`src/assert_macros.svh`:
```
// Assertion macros shared by the RTL of the cursor list engine.
`ifndef ASSERT_MACROS_SVH
`define ASSERT_MACROS_SVH

// Checks that an expression holds at every clock edge outside reset.
`define CLE_ASSERT_ALWAYS(lbl, expr, msg) \
  lbl: assert property (@(posedge clk) disable iff (!rst_n) (expr)) else $error(msg);

// Checks that a consequent holds in the same cycle as its antecedent.
`define CLE_ASSERT_IMPLIES(lbl, ante, cons, msg) \
  lbl: assert property (@(posedge clk) disable iff (!rst_n) (ante) |-> (cons)) else $error(msg);

`endif

```
`src/cle_ram.sv`:
```
// Generic simple dual-port RAM with a registered read.
`default_nettype none

module cle_ram #(
  parameter int WIDTH = 8,
  parameter int DEPTH = 256
) (
  input  wire logic                     clk,
  input  wire logic                     wr_en,
  input  wire logic [$clog2(DEPTH)-1:0] wr_addr,
  input  wire logic [WIDTH-1:0]         wr_data,
  input  wire logic [$clog2(DEPTH)-1:0] rd_addr,
  output logic      [WIDTH-1:0]         rd_data
);

  logic [WIDTH-1:0] mem [DEPTH];

  // One write and one registered read per cycle.
  always_ff @(posedge clk) begin
    if (wr_en) begin
      mem[wr_addr] <= wr_data;
    end
    rd_data <= mem[rd_addr];
  end

endmodule

`default_nettype wire

```
`config.mk`:
```
export PLATFORM = sky130hd
export DESIGN_NAME = cle_ram
export DESIGN_NICKNAME = d
export VERILOG_FILES = /design/src/assert_macros.svh /design/src/cle_ram.sv
export SDC_FILE = /design/constraint.sdc
export NUM_CORES = 2
export LEC_CHECK = 0
export BUFFER_PORTS_ARGS = -buffer_cell sky130_fd_sc_hd__buf_4
export CORE_ASPECT_RATIO = 2
export CORE_MARGIN = 5
export CORE_UTILIZATION = 63
export DETAILED_ROUTE_END_ITERATION = 7
export PLACE_DENSITY_LB_ADDON = 0.2
export REMOVE_ABC_BUFFERS = 1
export SLEW_MARGIN = 20
export SYNTH_ARGS = -nofsm -noshare
export SYNTH_HDL_FRONTEND = slang
export SYNTH_SLANG_ARGS = --single-unit
```
`constraint.sdc`:
```
create_clock -name clk -period 3.4 [get_ports clk]
set_clock_uncertainty 0.05 [all_clocks]
set_input_delay 0.68 -clock clk [delete_from_list [all_inputs] [get_ports clk]]
set_output_delay 0.68 -clock clk [all_outputs]
set_load 0.005 [all_outputs]
```
## Word-level counts from Yosys, hierarchy flattened

Memories as Yosys holds them, arrays and structs flattened. A register that Yosys moved wholly into a read port is not among the register bits.
Cells that the tools add are included.

| operators by class | value |
|---|---|
| add/sub/neg operators | 0 |
| $mul | 0 |
| div/mod/pow operators | 0 |
| magnitude comparators | 0 |
| equality and inequality tests | 0 |
| shifts and indexed selects | 0 |
| multiplexer cells | 2 |
| bitwise operators | 0 |
| reduce and logical (&&, ||, !) cells | 0 |

Operators by type and width:

| operator | number |
|---|---|
| $mux W1 | 2 |

| storage, ports and cells | value |
|---|---|
| register bits after elaboration | 0 |
| bits in latches | 0 |
| RAM bits | 2,048 |
| ROM bits | 0 |
| input port bits | 26 |
| output and inout bits | 8 |
| memories | 1 |

Memory list:

| memory | words | width | read ports | clocked after memory_dff | wr ports | line | source |
|---|---|---|---|---|---|---|---|
| mem | 256 | 8 | 1 | 1 | 1 | cle_ram.sv:16 | `logic [WIDTH-1:0] mem [DEPTH];` |

## Logic depth before layout (Yosys ltp)

| depth | value |
|---|---|
| depth in word-level cells | 2 |
| gate-level depth with buffers | 11 |
| depth with buffers taken out | 6 |

## Worst setup path after synthesis

Ideal clock, no wire load.

| timing path | value |
|---|---|
| kind | input port to flip-flop |
| start | input port rd_addr[0] |
| end | register rd_data[2] (read register of mem) |
| data arrival time | 2.487 ns |
| data required time | 3.219 ns |
| path slack | 0.732 ns |
| cell stages on the path | 9 |
| path buffers | 4 |
| cells stage by stage | buf_6 > buf_12 > buf_8 > buf_2 > mux4_2 > a22oi_1 > a21oi_1 > nor4_1 > nor4_2 |

RTL lines:

| item | line | source |
|---|---|---|
| from (decl) | cle_ram.sv:12 | `input wire logic [$clog2(DEPTH)-1:0] rd_addr,` |
| to (decl) | cle_ram.sv:13 | `output logic [WIDTH-1:0] rd_data` |

==> metrics <==
dpl cell area approximately 86000 um^2; outcome finished clean; Sw Pwr approximately 10 mW; fin cells approximately 6000; grt met1 use a little under two fifths; part of the power in registers 55.8%; Yosys reg bits roughly 2100; Reg2Reg Setup Slack approximately 0.47 ns; Area Overhead vs Synth 14.6%; synth warn 0; period utilization 96.2%; crit path capture rd_data[1]$_DFF_P_; vias in the first global route 43800; P per Cell Area 549 nW/um^2; routed vias roughly 42000; Register Area roughly 62000 um^2; Worst path most repeated cell buf_12; Clock power frac about 39%; commonest non-fill, non-tap cells in the layout edfxtp_1 (2048), buf_4 (579), mux4_2 (454); synthesized area around 80000 um^2; gr usage total between 30% and 40%; primary flip-flop cell chosen by synthesis mapping edfxtp_1; post-synthesis sequential area ratio 77.5%; Placement Setup Slack -0.636 ns; grt met2 use 55.1%; 1st-iter DRT viols 6109; max incr delay on CP 0.89 ns; die height 513 um; worst setup path category in2reg; RSZ-0062 raised after global routing no; largest net degree at the start of global routing between 100 and 150; Least-Margin Pin Slew between 1 and 1.5 ns; worst reg2reg path depth 7; GP Congestion 0.914; crit path DAT 3.85 ns; placed wire-length estimate about 140000 um; number of setup buffers added after CTS 0; CP endpoint kind flop; critical path depth 9; Initial Utilization 63.3%; PortBufs 33; Num CTS Buffers around 170; maximum vdd ir drop 0.424 mV; Netlist cell types 55; Clock Latency Late Sink 0.79 ns; ys async rst share 0%; Multi-input gate area 16500 um^2; DP Cell Count roughly 5800; Bufs on Longest Clock Path 3; crit path from rd_addr[0]; crit path buf inv count 4; core area around 130000 um^2; Overall Power 50.1 mW; crit-path max FO 28; Max Freq around 310 MHz; Mean Syn Cell Area roughly 21 um^2; Worst Path Required 3.98 ns; Final Setup Violations 0; Layout Utilization ~73%; total congestion overflow 0; Max-slew headroom roughly 27%; Sw Ratio between 20% and 30%; num rows 184; H-tree depth 4; Hold Fails Final Rpt 0; Slowest-stage cell, CP nor4_2; first-pass detailed-route iteration total 8; Setup WS post-layout around 0.13 ns; post-route cell area approximately 91000 um^2; Post-synth EDFFs roughly 2000; proportion of layout cells with a drive suffix above 1 between 30 and 40%; R2R Path End rd_data[3]$_DFF_P_; DRC Markers 0; I/O Pins 34; fin crit period around 3.3 ns; CP Launch Type primary input; Logic pwr share under 10%; initial antenna violation count 15; Leakage 29.4 nW; GR Util met3 5.61%; Top Usage Layer GRT met2; cell family with the largest share of critical-path delay buffers and inverters; # Max-Cap Violations 0; hold buffers post-CTS 0; worst-path cell chain buf_8 -> buf_12 -> buf_12 -> buf_4 -> mux4_2 -> a22oi_1 -> a21oi_1 -> nor4_2 -> nor4_1; commonest non-fill, non-tap cell in the layout edfxtp_1; CTS tree built; clk sink count about 2100; Root Driver clkbuf_16; Resized Gates After CTS 0; Final Max Tran Viols 0; clock-pin slew on the worst setup and hold paths 0.06 ns; Final Routed Wirelength about 210000 um; final net count ~4300; Cells after Synth approximately 3700; first-pass GRT wire length between 300000 and 400000 um; die area 134000 um^2; cell-internal power around 40 mW; Hold/Removal Path Class in2reg; Avg WL per Cell 34.5 um; Routed Antenna Nets 0; FILL cells around 7100; Die X approximately 260 um; Via density around 6.9; reg2reg start mem[83][3]$_DFFE_PP_
cells in the mapped netlist, drive strengths merged, types with 2 or more instances:
cell type  count  area (um^2)
edfxtp      2048        61500
mux4         456        10300
nor2         282         1060
mux2i        134         1340
a22oi        133          998
buf          122         1030
clkbuf       111          417
a21oi         96          480
o221ai        47          418
nand3         34          170
nand2         33          124
nor2b         31          194
o22ai         28          175
nor4          27          188
nor3          22          110
a211oi        16          120
a221oi        14          129
o21ai         12         60.1
nand4         10         62.6
o211ai        10         75.1
a22o           8         70.1
dfxtp          8          160
nand2b         8         50.1
and2           6         37.5
a2111oi        5         52.6
o22a           5         43.8
o32ai          5         51.3
or2            4         25.0
a311oi         2         17.5
a31oi          2         12.5
and3b          2         17.5
nand3b         2         15.0
state kept, by name, indices dropped and copies added, names as in the netlist:
signal,count
mem,2048
rd_data,8
metal layers:
| metal | wire length [um] | share of wire (%) |
|---|---|---|
| met2 | 111000 | 52 |
| met3 | 18200 | 8.6 |
| met1 | 64600 | 31 |
| met5 | 27 | 0.013 |
| met4 | 17700 | 8.4 |
how the worst min path moves through the flow:
stage	from	cells after the start	end	slack, ns
global route	wr_data[4]	1	mem[71][4]$_DFFE_PP_	0.43
global placement	mem[62][3]$_DFFE_PP_	6	rd_data[3]$_DFF_P_	1.04
detailed placement	rd_data[0]$_DFF_P_	1	rd_data[0]	1.05
finish	wr_data[4]	1	mem[85][4]$_DFFE_PP_	0.42
floorplan	mem[32][5]$_DFFE_PP_	6	rd_data[5]$_DFF_P_	0.71
CTS	wr_data[4]	1	mem[84][4]$_DFFE_PP_	0.41
cells by family (layout without fill, tap and decap cells):
kind of cell,count (synthesis),after routing,share of synthesized area (%)
flops,2056,2056,77.5
mux,591,591,14.6
simple gates,466,466,2.63
compound gates,385,385,3.42
buf+inv,235,944,1.83
other cells,0,13,0
per-stage QoR:
stage	hold WS (ns)	setup TNS, ns
floorplan	0.713	0
global placement	1.04	-6.08
detailed placement	1.05	-3.52
CTS	0.410	0
global route	0.430	0
finish	0.424	0
power groups by stage:
stage | logic, mW | registers (mW) | clock network (mW)
2_1_floorplan | 0.981 | 28.5 | 0
3_3_place_gp | 2.73 | 28.5 | 0
3_5_place_dp | 2.82 | 28.5 | 0
4_1_cts | 2.84 | 28.0 | 19.5
5_1_grt | 2.97 | 27.9 | 20.5
6_report | 2.86 | 28.0 | 19.3
cell type report:
| type | instances | share of cell area, % |
|---|---|---|
| Antenna cell | 13 | 0.0357 |
| Multi-Input combinational cell | 1442 | 18.1 |
| Inverter | 2 | 0.00823 |
| Sequential cell | 2056 | 67.6 |
| Tap cell | 1674 | 2.30 |
| Clock buffer | 200 | 4.81 |
| Timing Repair Buffer | 641 | 6.06 |
| Clock inverter | 101 | 1.09 |
Note: power is estimated with default switching activity, not from simulation.
